===== config.mk =====
export PLATFORM = sky130hd
export DESIGN_NAME = keypad_scan_multitap_unit
export DESIGN_NICKNAME = d
export VERILOG_FILES = /design/src/rtl/kpm_pkg.sv /design/src/rtl/keypad_scan_multitap_unit.sv /design/src/rtl/kpm_core.sv
export SDC_FILE = /design/constraint.sdc
export NUM_CORES = 1
export LEC_CHECK = 0
export BUFFER_PORTS_ARGS = -buffer_cell sky130_fd_sc_hd__buf_4
export CAP_MARGIN = 0
export CORE_UTILIZATION = 35
export DETAILED_ROUTE_END_ITERATION = 10
export GPL_TIMING_DRIVEN = 0
export HOLD_SLACK_MARGIN = 0.12
export PLACE_DENSITY = 0.59
export SKIP_CTS_REPAIR_TIMING = 1
export SYNTH_ARGS = -nofsm -noshare
export SYNTH_HDL_FRONTEND = slang
export SYNTH_SLANG_ARGS = --single-unit

===== constraint.sdc =====
create_clock -name clk -period 7.75 [get_ports clk]
set_clock_uncertainty 0.15 [all_clocks]
set_input_delay 1.1625 -clock clk [delete_from_list [all_inputs] [get_ports clk]]
set_output_delay 1.1625 -clock clk [all_outputs]
set_load 0.005 [all_outputs]

===== src/rtl/kpm_pkg.sv =====
`timescale 1ns / 1ps
package kpm_pkg;

  localparam int unsigned CfgWidth = 16;

  localparam logic [0:0] REG_DEBOUNCE = 1'b0;
  localparam logic [0:0] REG_IDLE     = 1'b1;

  localparam logic [CfgWidth-1:0] DEBOUNCE_RESET = 16'd2;
  localparam logic [CfgWidth-1:0] IDLE_RESET     = 16'd1000;

  localparam logic [3:0] KEY_STAR = 4'd10;
  localparam logic [3:0] KEY_HASH = 4'd11;
  localparam logic [3:0] NO_KEY   = 4'd15;

  localparam logic [6:0] CHR_EMPTY = 7'h25;
  localparam logic [6:0] CHR_STAR  = 7'h2A;
  localparam logic [6:0] CHR_HASH  = 7'h23;

  localparam logic [2:0] TAP_WRAP = 3'd5;

  typedef struct packed {
    logic [3:0] row_drive;
    logic       key_event;
    logic [3:0] key_code;
    logic [6:0] text_char;
    logic [2:0] tap_count;
  } kpm_result_t;

  function automatic logic [3:0] kpm_key_map(input logic [1:0] row, input logic [1:0] col);
    logic [3:0] key;
    key = 4'd0;
    unique case ({row, col})
      4'b00_00: key = 4'd1;
      4'b00_01: key = 4'd2;
      4'b01_00: key = KEY_STAR;
      4'b01_01: key = 4'd0;
      4'b01_10: key = KEY_HASH;
      4'b10_00: key = 4'd7;
      4'b10_01: key = 4'd8;
      4'b10_10: key = 4'd9;
      4'b11_00: key = 4'd4;
      4'b11_01: key = 4'd5;
      4'b11_10: key = 4'd6;
      default:  key = 4'd3;
    endcase
    return key;
  endfunction

  // Letters of one digit key, slot 0 in the low bits.
  function automatic logic [34:0] kpm_letter_row(input logic [3:0] key);
    logic [34:0] row;
    row = {5{CHR_EMPTY}};
    unique case (key)
      4'd0:    row = {CHR_EMPTY, CHR_EMPTY, CHR_EMPTY, 7'h20, 7'h30};
      4'd1:    row = {CHR_EMPTY, CHR_EMPTY, CHR_EMPTY, CHR_EMPTY, 7'h31};
      4'd2:    row = {CHR_EMPTY, 7'h32, 7'h43, 7'h42, 7'h41};
      4'd3:    row = {CHR_EMPTY, 7'h33, 7'h46, 7'h45, 7'h44};
      4'd4:    row = {CHR_EMPTY, 7'h34, 7'h49, 7'h48, 7'h47};
      4'd5:    row = {CHR_EMPTY, 7'h35, 7'h4C, 7'h4B, 7'h4A};
      4'd6:    row = {CHR_EMPTY, 7'h36, 7'h4F, 7'h4E, 7'h4D};
      4'd7:    row = {7'h37, 7'h53, 7'h52, 7'h51, 7'h50};
      4'd8:    row = {CHR_EMPTY, 7'h38, 7'h56, 7'h55, 7'h54};
      4'd9:    row = {7'h39, 7'h5A, 7'h59, 7'h58, 7'h57};
      default: row = {5{CHR_EMPTY}};
    endcase
    return row;
  endfunction

  function automatic logic [6:0] kpm_letter(input logic [3:0] key, input logic [2:0] slot);
    logic [34:0] row;
    logic [6:0]  chr;
    row = kpm_letter_row(key);
    chr = row[6:0];
    unique case (slot)
      3'd1:    chr = row[13:7];
      3'd2:    chr = row[20:14];
      3'd3:    chr = row[27:21];
      3'd4:    chr = row[34:28];
      default: chr = row[6:0];
    endcase
    return chr;
  endfunction

endpackage


===== src/rtl/keypad_scan_multitap_unit.sv =====
`timescale 1ns / 1ps
// An accepted item's result is registered in the result buffer's head or skid entry.
// Throughput: one item per cycle while in_ready is high; the two-entry result buffer keeps
// taking items while a result waits, so in_ready drops only when both entries are full.
// Reset is synchronous and active low: scanning from row 0, multi-tap memory empty,
// debounce_ticks 2, idle_ticks 1000, result buffer empty.
module keypad_scan_multitap_unit (
  input  logic                         clk,
  input  logic                         rst_n,
  input  logic                         cfg_we,
  input  logic [0:0]                   cfg_index,
  input  logic [kpm_pkg::CfgWidth-1:0] cfg_data,
  input  logic                         in_valid,
  output logic                         in_ready,
  input  logic [2:0]                   in_col_lines,
  input  logic                         in_tick,
  output logic                         out_valid,
  input  logic                         out_ready,
  output logic [3:0]                   out_row_drive,
  output logic                         out_key_event,
  output logic [3:0]                   out_key_code,
  output logic [6:0]                   out_text_char,
  output logic [2:0]                   out_tap_count
);
  import kpm_pkg::*;

  kpm_result_t res;
  kpm_result_t head_r, head_nxt;
  kpm_result_t skid_r, skid_nxt;
  logic        head_vld_r, head_vld_nxt;
  logic        skid_vld_r, skid_vld_nxt;
  logic        push, pop;

  assign in_ready = !skid_vld_r;
  assign push     = in_valid && in_ready;
  assign pop      = head_vld_r && out_ready;

  kpm_core u_core (
    .clk       (clk),
    .rst_n     (rst_n),
    .cfg_we    (cfg_we),
    .cfg_index (cfg_index),
    .cfg_data  (cfg_data),
    .step      (push),
    .col_lines (in_col_lines),
    .tick      (in_tick),
    .res       (res)
  );

  always_comb begin
    head_nxt     = head_r;
    head_vld_nxt = head_vld_r;
    skid_nxt     = skid_r;
    skid_vld_nxt = skid_vld_r;
    if (!head_vld_r || pop) begin
      if (skid_vld_r) begin
        head_nxt     = skid_r;
        head_vld_nxt = 1'b1;
        skid_vld_nxt = push;
        skid_nxt     = res;
      end else begin
        head_nxt     = res;
        head_vld_nxt = push;
      end
    end else if (push) begin
      skid_nxt     = res;
      skid_vld_nxt = 1'b1;
    end
  end

  always_ff @(posedge clk) begin
    if (!rst_n) begin
      head_vld_r <= 1'b0;
      skid_vld_r <= 1'b0;
    end else begin
      head_vld_r <= head_vld_nxt;
      skid_vld_r <= skid_vld_nxt;
    end
    head_r <= head_nxt;
    skid_r <= skid_nxt;
  end

  assign out_valid     = head_vld_r;
  assign out_row_drive = head_r.row_drive;
  assign out_key_event = head_r.key_event;
  assign out_key_code  = head_r.key_code;
  assign out_text_char = head_r.text_char;
  assign out_tap_count = head_r.tap_count;

endmodule


===== src/rtl/kpm_core.sv =====
`timescale 1ns / 1ps
module kpm_core (
  input  logic                         clk,
  input  logic                         rst_n,
  input  logic                         cfg_we,
  input  logic [0:0]                   cfg_index,
  input  logic [kpm_pkg::CfgWidth-1:0] cfg_data,
  input  logic                         step,
  input  logic [2:0]                   col_lines,
  input  logic                         tick,
  output kpm_pkg::kpm_result_t         res
);
  import kpm_pkg::*;

  typedef enum logic [1:0] {
    PH_SCAN     = 2'd0,
    PH_DEBOUNCE = 2'd1,
    PH_DECODE   = 2'd2,
    PH_RELEASE  = 2'd3
  } phase_t;

  phase_t              phase_r, phase_nxt;
  logic [1:0]          row_r, row_nxt;
  logic [1:0]          col_r, col_nxt;
  logic [15:0]         tick_cnt_r, tick_cnt_nxt;
  logic [2:0]          tap_r, tap_nxt;
  logic                rot_r, rot_nxt;
  logic [3:0]          last_key_r, last_key_nxt;
  logic [CfgWidth-1:0] debounce_r, idle_r;

  logic [15:0] tc;
  logic        pressed;
  logic [1:0]  col_sel;
  logic [3:0]  key;
  logic [2:0]  tap_inc;
  logic [2:0]  slot;
  logic [6:0]  chr_raw;

  assign pressed  = (col_lines != 3'b111);
  assign tc       = tick_cnt_r + {15'd0, (tick && (tick_cnt_r != 16'hFFFF))};
  assign col_sel  = (col_r > 2'd2) ? 2'd2 : col_r;
  assign key      = kpm_key_map(row_r, col_sel);
  assign tap_inc  = (key == last_key_r) ? (tap_r + 3'd1) : tap_r;
  assign slot     = (tap_inc >= TAP_WRAP) ? (tap_inc - TAP_WRAP) : tap_inc;
  assign chr_raw  = kpm_letter(key, slot);

  always_comb begin
    phase_nxt     = phase_r;
    row_nxt       = row_r;
    col_nxt       = col_r;
    tick_cnt_nxt  = tc;
    tap_nxt       = tap_r;
    rot_nxt       = rot_r;
    last_key_nxt  = last_key_r;
    res.key_event = 1'b0;
    res.key_code  = 4'd0;
    res.text_char = 7'd0;
    unique case (phase_r)
      PH_SCAN: begin
        if (tc > idle_r) begin
          tap_nxt      = 3'd0;
          rot_nxt      = 1'b0;
          last_key_nxt = NO_KEY;
          tick_cnt_nxt = 16'd0;
        end
        if (pressed) begin
          phase_nxt    = PH_DEBOUNCE;
          tick_cnt_nxt = 16'd0;
        end else begin
          row_nxt = row_r + 2'd1;
        end
      end
      PH_DEBOUNCE: begin
        if (tc > debounce_r) begin
          if (pressed) begin
            priority if (!col_lines[0]) col_nxt = 2'd0;
            else if (!col_lines[1])     col_nxt = 2'd1;
            else                        col_nxt = 2'd2;
            phase_nxt = PH_DECODE;
          end else begin
            phase_nxt = PH_SCAN;
          end
        end
      end
      PH_DECODE: begin
        last_key_nxt  = key;
        tap_nxt       = tap_inc;
        res.key_event = 1'b1;
        res.key_code  = key;
        priority if (key == KEY_STAR) begin
          res.text_char = CHR_STAR;
        end else if (key == KEY_HASH) begin
          res.text_char = CHR_HASH;
        end else if (chr_raw == CHR_EMPTY || tap_inc == TAP_WRAP) begin
          rot_nxt       = 1'b1;
          tap_nxt       = 3'd0;
          res.text_char = kpm_letter(key, 3'd0);
        end else begin
          res.text_char = chr_raw;
        end
        phase_nxt = PH_RELEASE;
      end
      default: begin
        if (!pressed) begin
          tick_cnt_nxt = 16'd0;
          phase_nxt    = PH_SCAN;
        end
      end
    endcase
    res.row_drive = ~(4'b0001 << (row_nxt + 2'd1));
    res.tap_count = tap_nxt + {1'b0, rot_nxt, 1'b0};
  end

  always_ff @(posedge clk) begin
    if (!rst_n) begin
      phase_r    <= PH_SCAN;
      row_r      <= 2'd0;
      col_r      <= 2'd0;
      tick_cnt_r <= 16'd0;
      tap_r      <= 3'd0;
      rot_r      <= 1'b0;
      last_key_r <= NO_KEY;
      debounce_r <= DEBOUNCE_RESET;
      idle_r     <= IDLE_RESET;
    end else begin
      if (cfg_we) begin
        unique case (cfg_index)
          REG_DEBOUNCE: debounce_r <= cfg_data;
          default:      idle_r     <= cfg_data;
        endcase
      end
      if (step) begin
        phase_r    <= phase_nxt;
        row_r      <= row_nxt;
        col_r      <= col_nxt;
        tick_cnt_r <= tick_cnt_nxt;
        tap_r      <= tap_nxt;
        rot_r      <= rot_nxt;
        last_key_r <= last_key_nxt;
      end
    end
  end

endmodule


==> results of run 1 <==
[worst max-delay path: cells and delay by family (launching register included)]
family | cells | cell delay (ns)
adder cells (fa/ha/maj) | 2 | 0.52
AND/OR/NAND/NOR | 4 | 0.79
buffers and inverters | 5 | 1.41
AO/OA/AOI/OAI | 11 | 2.83
flip-flops | 1 | 0.37
multiplexers | 1 | 0.50
[sequential cells by signal, indices dropped and copies added (netlist names)]
signal / count
out_tap_count: 3
u_core.debounce_r: 16
skid_r: 19
u_core.tap_r: 3
out_row_drive: 4
out_valid: 1
u_core.col_r: 2
out_key_code: 4
u_core.tick_cnt_r: 16
u_core.rot_r: 1
u_core.last_key_r: 4
out_text_char: 7
u_core.idle_r: 16
u_core.row_r: 2
u_core.phase_r: 2
skid_vld_r: 1
out_key_event: 1
[final timing paths]
kind	slack, ns	from	endpoint	depth (start not counted)
worst max-delay path	0.89	u_core.row_r[0]	out_tap_count[2]	23
worst min-delay path	0.30	u_core.idle_r[10]	u_core.idle_r[10]	2
worst max register to register	0.89	u_core.row_r[0]	out_tap_count[2]	23
worst min register to register	0.30	u_core.idle_r[10]	u_core.idle_r[10]	2
[placed cells by master, fill, tap and decap left out, types with 10 or more instances in the layout]
master,instances
nor2b_1,15
and3_1,10
ha_1,45
mux2_2,18
o21a_1,10
o211ai_1,10
a21oi_1,50
nand4_1,11
nor3_1,13
nand3_1,12
buf_4,47
inv_1,47
dfxtp_1,64
clkbuf_1,38
a22oi_1,18
a31oi_1,12
nor2_1,73
xnor2_1,14
nand2_1,109
a21o_1,16
o21ai_0,32
edfxtp_1,38
[layout make-up]
| cell class | count | area [sq um] | area share (%) |
|---|---|---|---|
| sequential | 102 | 2422 | 31.20 |
| clock buffer | 10 | 229.0 | 2.949 |
| buffer | 47 | 192.7 | 2.481 |
| multi-input combinational | 603 | 3976 | 51.21 |
| inverter | 51 | 191.4 | 2.465 |
| clock inverter | 6 | 67.56 | 0.8701 |
| timing repair buffer | 47 | 360.3 | 4.641 |
| tap | 260 | 325.3 | 4.189 |
[routing by layer]
layer	share of wire [%]	up-vias	track usage, %
met2	46	165	30.75
li1	-	3017	-
met4	2.3	0	7.151
met3	4.1	32	3.057
met1	48	2779	26.50
met5	0	-	0
[cells by family (layout without fill, tap and decap cells)]
logic type               count (synthesis)  after routing  synth area share (%)
AO/OA/AOI/OAI                          225            225                 23.40
XOR/XNOR                                23             23                 2.972
adder cells (fa/ha/maj)                 45             45                 8.306
buffers and inverters                   98            161                 5.666
flip-flops                             102            102                 35.73
multiplexers                            27             27                 4.503
AND/OR/NAND/NOR                        283            283                 19.42
[stage by stage]
step	util, %	total power [uW]	instance area, sq um	setup WS (ns)	hold slack, ns
2_1_floorplan	-	701.2	6779	2.295	0.2863
3_3_place_gp	39.56	762.9	7450	0.9113	0.2938
3_5_place_dp	39.66	764.1	7468	1.058	0.2988
4_1_cts	41.24	1229	7765	0.9691	0.3093
5_1_grt	41.24	1275	7765	0.3140	0.3192
6_report	41.24	1218	7765	0.8895	0.3047
[where the power goes]
group / internal (uW) / switching, uW
combinational: 65.9 / 103
clock: 254 / 212
sequential: 576 / 7.43
total: 895 / 323
==> flow_summary_export.csv, run 1 <==
group,metric,value,unit
pwr,cellLeakagePower,0.003088,uW
synthesis,syn_area_per_cell,8.442,sq um
sta,fmax,0.1458,GHz
drt,drt_iter0_drc,395,
synthesis,yosysMostFrequentCell,"nand2_1",
die,die_h,141.2,microns
critical_path,crit_path_frequent_cell,"o21ai_0",
job,max_cap_viol_count,0,
drt,dr.pass1.iters,5,
sta,setup-violations-final,0,
sta,relSlewSlack,27.57,%
critical_path,cp.required,7.68,ns
place,dp_hpwl,14.14,mm
die,io-pin-count,47,
drt,vias_per_cell,5.322,
die,dieArea,19930,sq um
drt,wl_per_cell,16.43,microns
critical_path,worstPathArrival,6.79,ns
global_route,grt_pass1_wl,30.28,mm
pwr,ir_drop,0.0001074,V
sta,setup_tns,0,ns
status,status,"completed",
synthesis,synth_warnings,0,
layout,num_antenna_cells,0,
synthesis,synthCells,803,
synthesis,syn_nets,874,
place,dp.cells,1110,
place,numPortBuffers,46,
die,die_w,141.2,microns
layout,drive_above_1_share,12.01,%
clock_tree,clock-root-buffer,"clkbuf_16",
global_route,grt_max_degree,24,
layout,nets,932,
synthesis,yosysTopAreaCell,"dfxtp_1",
global_route,grt_use_total,19.39,%
pwr,powerDensity,156.9,nW/um^2
die,rows,50,
critical_path,cp-end-kind,"flip-flop",
drt,vias,5993,
clock_tree,cts_made_buffers,9,
synthesis,synth_top_area_share,18.90,%
sta,slew_viol_final,0,
clock_tree,insertion_delay,0.36,ns
global_route,grt_antenna_before_repair,0,
clock_tree,htreeDepth,3,
sta,min_period,6.860,ns
synthesis,yosys_register_bits,102,
layout,area_growth_syn_to_layout,14.54,%
die,core-area,18830,sq um
die,start_util,36.00,%
global_route,grt_overflow,0,
synthesis,synth.area.top_cells,"dfxtp_1 19%, edfxtp_1 17%, ha_1 8.3%, nand2_1 6.0%, nor2_1 4.0%",
layout,fillers,1897,
sta,rsz0062_at_grt,"false",
clock_tree,cts.sinks,102,
global_route,grt_pass1_vias,5691,
critical_path,cp_cell_sequence,"buf_4 > clkbuf_1 > buf_1 > o21ai_0 > nand2b_1 > ha_1 > clkbuf_1 > inv_1 > o32ai_1 > a221o_1 > o21ai_0 > o21ai_0 > mux4_2 > a31o_1 > a2111oi_4 > nand3_1 > o211ai_1 > a22oi_1 > ha_1 > nor2b_1 > nor2b_1 > a2111oi_0 > a32oi_1",
drt,ant_nets,0,
critical_path,slowest_delay,0.50,ns
sta,hold_viol_final,0,
clock_tree,clock_path_buffers,2,
synthesis,synth_ff_type,"dfxtp_1",
drt,wl,18.50,mm
critical_path,critPathKind,"reg -> reg",
synthesis,async_reset_ff_share,0,%
synthesis,ys_seq_area_share,35.73,%
critical_path,path_max_fanout,10,
sta,fin_crit_sh,88.52,%
critical_path,cp_slowest_cell,"mux4_2",
drt,drcViolationCount,0,
synthesis,synth_edf_count,38,
synthesis,synth_area,6779,sq um
synthesis,ys_top_cells_by_count,"109 x nand2_1, 73 x nor2_1, 64 x dfxtp_1",
synthesis,yosys.cell_types.count,76,
sta,worst_pin_slew,1.086,ns
worst_hold_path,hold_path_class,"reg -> reg",
critical_path,setup.worst_path.start_class,"flip-flop",
clock_tree,cts_tree,"done",
place,gp_congestion,0.9471,
clock_tree,path_clk_slew,0.08,ns
layout,fin_cells,1126,
No activity file was read; power rests on OpenSTA's default activity.
==> inputs of run 2 (changes only) <==
==> constraint.sdc (replaced) <==
create_clock -name clk -period 7.17 [get_ports clk]
set_clock_uncertainty 0.15 [all_clocks]
set_input_delay 1.0755 -clock clk [delete_from_list [all_inputs] [get_ports clk]]
set_output_delay 1.0755 -clock clk [all_outputs]
set_load 0.005 [all_outputs]
==> run 2 against run 1 <==
  * Via count grew 0.48%
  * Sequential power increased by 8.1%
  * Die area unchanged
  * Flip-flop and latch count unchanged
==> flow_summary_export.csv, run 2 (same netlist as run 1, synthesis figures left out) <==
group,metric,value,unit
clock_tree,cts_made_buffers,9,
sta,setup_ws,0.5105,ns
critical_path,setup.worst_path.start_class,"flip-flop",
pwr,sw_frac_of_total,26.52,%
pwr,power_switching,349.4,uW
clock_tree,clock_path_buffers,2,
clock_tree,htreeDepth,3,
layout,drive_above_1_share,12.24,%
place,gp_congestion,0.9471,
global_route,grt_use_total,19.39,%
die,rows,50,
layout,most-common-layout-cells,"109 x nand2_1, 73 x nor2_1, 64 x dfxtp_1",
pwr,design_power_total,1318,uW
sta,slew_viol_final,0,
sta,setup_tns,0,ns
sta,fmax,0.1502,GHz
drt,vias,6022,
layout,final_common_cell,"nand2_1",
place,pre_cts_slack,0.4781,ns
pwr,pwr-share-clk,38.3,%
pwr,ir_drop,0.0001161,V
critical_path,worstPathArrival,6.59,ns
status,status,"completed",
sta,min_period,6.660,ns
die,die_w,141.2,microns
die,dieArea,19930,sq um
layout,largest-register,"skid_r",
critical_path,cp.required,7.10,ns
drt,dr.pass1.iters,6,
global_route,grt_pass1_wl,30.28,mm
drt,wl,18.49,mm
die,die_h,141.2,microns
worst_hold_path,hold_path_class,"reg -> reg",
critical_path,cp-end-kind,"flip-flop",
pwr,cellLeakagePower,0.003094,uW
sta,hold_viol_final,0,
clock_tree,cts.sinks,102,
drt,drt_iter0_drc,405,
place,numPortBuffers,46,
drt,ant_nets,0,
clock_tree,cts_tree,"done",
die,core-area,18830,sq um
sta,rsz0062_at_grt,"false",
clock_tree,path_clk_slew,0.08,ns
clock_tree,insertion_delay,0.36,ns
global_route,grt_max_degree,24,
die,start_util,36.00,%
critical_path,crit_path_frequent_cell,"nor2b_1",
layout,fin_util,41.29,%
die,io-pin-count,47,
layout,largest_reg_flops,19,
layout,nets,932,
critical_path,cp_cell_sequence,"nor2b_1 > a21o_1 > or2_2 > clkbuf_1 > inv_1 > ha_1 > clkbuf_1 > inv_1 > o32ai_1 > a221o_1 > o21ai_0 > o21ai_0 > mux4_2 > a31o_1 > a2111oi_4 > nand3_1 > o211ai_1 > a22oi_1 > ha_1 > nor2b_1 > nor2b_1 > a2111oi_1 > a32oi_1",
critical_path,cp_slowest_cell,"mux4_2",
critical_path,slowest_delay,0.50,ns
layout,area_growth_syn_to_layout,14.69,%
pwr,powerDensity,169.5,nW/um^2
critical_path,critPathKind,"reg -> reg",
pwr,power_frac_seq,47.8,%
drt,vias_per_cell,5.348,
sta,setup-violations-final,0,
pwr,intPower,968.1,uW
clock_tree,clock-root-buffer,"clkbuf_16",
job,max_cap_viol_count,0,
place,dp_hpwl,14.14,mm
sta,fin_crit_sh,92.88,%
drt,drcViolationCount,0,
global_route,grt_overflow,0,
critical_path,path_max_fanout,10,
drt,wl_per_cell,16.42,microns
global_route,grt_pass1_vias,5691,
global_route,grt_antenna_before_repair,0,
pwr,comb_power_share,13.9,%
sta,relSlewSlack,27.02,%
layout,num_antenna_cells,0,
sta,worst_pin_slew,1.085,ns
run 2: changes by cell type in the layout (fill, tap and decap cells not counted), sizes merged:
cell    change
clkbuf      +1
buf         -1
run 2: final cells by class:
cell class	instances	area (sq um)
well taps	260	325.3
flip-flops and latches	102	2422
fillers	1899	11060
inverters	51	191.4
clock buffers	10	229.0
clock inverters	6	67.56
multi-input cells	603	3985
repair buffers	47	360.3
plain buffers	47	193.9
run 2: routing by layer:
layer | vias to the layer above | GRT usage (%) | share of wire, %
met5 | - | 0 | 0
met4 | 0 | 7.151 | 2.7
met3 | 39 | 3.057 | 4.4
met2 | 189 | 30.75 | 45
met1 | 2781 | 26.50 | 47
li1 | 3013 | - | -
run 2: stage by stage:
| stage | cell area, sq um | std cells | hold slack (ns) |
|---|---|---|---|
| after floorplan | 6779 | 803 | 0.2863 |
| after global placement | 7450 | 1109 | 0.2938 |
| after detailed placement | 7468 | 1110 | 0.2988 |
| after CTS | 7765 | 1126 | 0.3093 |
| after global routing | 7775 | 1126 | 0.3192 |
| final | 7775 | 1126 | 0.3047 |
run 2: path summary, 6_finish.rpt:
path                            cells past startpoint                 to              start  slack (ns)
worst max-delay path                               23   out_tap_count[2]    u_core.row_r[1]        0.51
worst min-delay path                                2  u_core.idle_r[10]  u_core.idle_r[10]        0.30
worst max register to register                     23   out_tap_count[2]    u_core.row_r[1]        0.51
worst min register to register                      2  u_core.idle_r[10]  u_core.idle_r[10]        0.30
run 2: power by group through the flow:
| stage | sequential (uW) | clock (uW) | combinational (uW) |
|---|---|---|---|
| 4_1_cts | 630 | 515 | 183 |
| 6_report | 630 | 504 | 183 |
| 3_5_place_dp | 644 | 0 | 182 |
| 2_1_floorplan | 643 | 0 | 115 |
| 3_3_place_gp | 643 | 0 | 181 |
| 5_1_grt | 633 | 542 | 204 |
run 2: critical path: cells and delay by family (launching register included):
family	cells	cell delay, ns
buf+inv	4	0.90
compound gates	11	2.83
fa+ha+maj	2	0.52
simple gates	5	1.01
flops	1	0.48
mux	1	0.50
==> inputs of run 3 (changes only) <==
--- a/config.mk
+++ b/config.mk
@@ -7,11 +7,14 @@
 export LEC_CHECK = 0
 export BUFFER_PORTS_ARGS = -buffer_cell sky130_fd_sc_hd__buf_4
 export CAP_MARGIN = 0
+export CELL_PAD_IN_SITES_DETAIL_PLACEMENT = 1
+export CELL_PAD_IN_SITES_GLOBAL_PLACEMENT = 1
 export CORE_UTILIZATION = 35
 export DETAILED_ROUTE_END_ITERATION = 10
+export GPL_ROUTABILITY_DRIVEN = 0
 export GPL_TIMING_DRIVEN = 0
 export HOLD_SLACK_MARGIN = 0.12
-export PLACE_DENSITY = 0.59
+export PLACE_DENSITY = 0.71
 export SKIP_CTS_REPAIR_TIMING = 1
 export SYNTH_ARGS = -nofsm -noshare
 export SYNTH_HDL_FRONTEND = slang
==> run 3 against run 2 <==
  * Clock power grew 5.6%
  * Power grew 2.5%
  * First-iteration DRC count shrank 18%
  * Clock-buffer cell count shrank 1
  * Die area is the same
  * Worst setup slack lost 0.0081 ns
==> flow_summary_export.csv, run 3 (same netlist as run 1, synthesis figures left out) <==
group,metric,value,unit
clock_tree,clock-root-buffer,"clkbuf_16",
clock_tree,cts_tree,"done",
sta,fin_crit_sh,92.99,%
sta,setup_tns,0,ns
critical_path,cp_slowest_cell,"o311ai_1",
place,post_dp_cell_area,7468,sq um
drt,vias,6113,
critical_path,r2r_cells,23,
layout,final_common_cell,"nand2_1",
critical_path,cp-end-kind,"flip-flop",
drt,drcViolationCount,0,
layout,largest_reg_flops,19,
die,start_util,36.00,%
global_route,grt_pass1_vias,6209,
drt,wl,20.60,mm
die,die_h,141.2,microns
layout,fillers,2266,
sta,slew_viol_final,0,
sta,min_period,6.668,ns
critical_path,path_max_fanout,10,
critical_path,cp.required,7.11,ns
die,core-area,18830,sq um
sta,hold_slack,0.3073,ns
critical_path,startpoint,"u_core.row_r[0]",
die,die_w,141.2,microns
pwr,ir_drop,0.0001156,V
layout,seq_area,2422,sq um
layout,fin_util,41.38,%
die,io-pin-count,47,
clock_tree,clock_path_buffers,2,
pwr,cellLeakagePower,0.003098,uW
global_route,grt_antenna_before_repair,0,
die,rows,50,
sta,fmax,0.1500,GHz
layout,area_growth_syn_to_layout,14.93,%
global_route,grt_overflow,0,
die,dieArea,19930,sq um
global_route,grt_pass1_wl,33.71,mm
critical_path,regToRegStartpoint,"u_core.row_r[0]",
sta,hold_viol_final,0,
sta,rsz0062_at_grt,"false",
layout,drive_above_1_share,12.12,%
global_route,grt_max_degree,24,
critical_path,crit_path_end,"out_tap_count[2]",
layout,most-common-layout-cells,"109 x nand2_1, 73 x nor2_1, 64 x dfxtp_1",
place,numPortBuffers,46,
drt,dr.pass1.iters,4,
worst_hold_path,hold_path_class,"reg -> reg",
job,max_cap_viol_count,0,
drt,drt_iter0_drc,331,
clock_tree,path_clk_slew,0.08,ns
clock_tree,cts.sinks,102,
sta,worst_pin_slew,1.085,ns
layout,largest-register,"skid_r",
clock_tree,cts_made_buffers,9,
worst_hold_path,holdPathStages,2,
critical_path,regToRegEndpoint,"out_tap_count[2]",
sta,setup-violations-final,0,
pwr,powerDensity,173.3,nW/um^2
critical_path,critPathKind,"reg -> reg",
layout,num_antenna_cells,0,
layout,nets,932,
place,dp_hpwl,15.65,mm
critical_path,worstPathArrival,6.61,ns
critical_path,rrSetupSlack,0.50,ns
critical_path,setup.worst_path.start_class,"flip-flop",
critical_path,worstSetupPathDepth,23,
critical_path,path_buf_inv,5,
global_route,grt_use_total,21.70,%
critical_path,slowest_delay,0.57,ns
drt,ant_nets,0,
drt,wl_per_cell,18.29,microns
status,status,"completed",
drt,vias_per_cell,5.429,
clock_tree,htreeDepth,3,
layout,final_area,7791,sq um
critical_path,path_delay_family,"compound AO/OA/AOI/OAI gates",
critical_path,cp_cell_sequence,"inv_2 > o311ai_1 > or2_2 > clkbuf_1 > inv_1 > ha_1 > clkbuf_1 > inv_1 > o32ai_1 > a221o_1 > o211ai_1 > o31ai_1 > mux4_2 > a31o_1 > a2111oi_4 > nand3_1 > o211ai_1 > a22oi_1 > ha_1 > nor2b_1 > nor2b_1 > a2111oi_0 > a32oi_1",
layout,multi_input_area,3976,sq um
clock_tree,insertion_delay,0.36,ns
sta,relSlewSlack,27.68,%
==> run 3: cell types whose count changed in the layout (fill, tap and decap cells not counted) <==
cell,delta
inv_4,-1
clkinv_8,+1
a2111oi_1,-1
clkinv_2,-1
buf_1,+1
clkbuf_2,-1
a2111oi_0,+1
o311ai_1,+1
o311ai_2,-1
clkbuf_1,-1
inv_6,-2
inv_8,+3
clkinv_4,+1
==> run 3: stage by stage <==
stage	instances	power (uW)	worst slack, ns
2_1_floorplan	803	758.0	1.715
3_3_place_gp	1109	826.7	0.5965
3_5_place_dp	1110	830.0	0.5905
4_1_cts	1126	1366	0.5592
5_1_grt	1126	1410	0.03313
6_report	1126	1350	0.5023
==> run 3: worst reg2reg max path: stages, from the launching register on <==
cell and delay, ns:
dfxtp_1 0.36, inv_2 0.11, o311ai_1 0.58, or2_2 0.21
clkbuf_1 0.36, inv_1 0.16, ha_1 0.21, clkbuf_1 0.22
inv_1 0.12, o32ai_1 0.09, a221o_1 0.42, o211ai_1 0.18
o31ai_1 0.09, mux4_2 0.46, a31o_1 0.26, a2111oi_4 0.50
nand3_1 0.23, o211ai_1 0.31, a22oi_1 0.15, ha_1 0.31
nor2b_1 0.18, nor2b_1 0.15, a2111oi_0 0.41, a32oi_1 0.16
==> run 3: final cells by class <==
class	instances	area share, %
Buffer	47	2.473
Clock buffer	9	2.891
Clock inverter	7	1.253
Inverter	51	2.457
Multi-Input combinational cell	603	51.04
Sequential cell	102	31.09
Tap cell	260	4.175
Timing Repair Buffer	47	4.625
==> run 3: worst min-delay path by stage <==
stage,from,endpoint,slack [ns]
after floorplan,u_core.debounce_r[10],u_core.debounce_r[10],0.29
after global placement,u_core.idle_r[15],u_core.idle_r[15],0.29
after detailed placement,u_core.idle_r[10],u_core.idle_r[10],0.30
after CTS,u_core.idle_r[10],u_core.idle_r[10],0.31
after global routing,u_core.idle_r[10],u_core.idle_r[10],0.32
final,u_core.idle_r[10],u_core.idle_r[10],0.31
==> run 3: per-layer routing <==
layer	GRT usage [%]	share of wire (%)
met1	29.23	49
met2	35.46	46
met3	2.989	3.0
met4	7.494	2.4
met5	0	0
==> run 3: power breakdown <==
group	leakage [uW]	internal, uW	switching [uW]
logic	0.00204	71.6	116
clock network	0.000159	283	249
registers	0.000900	622	8.64
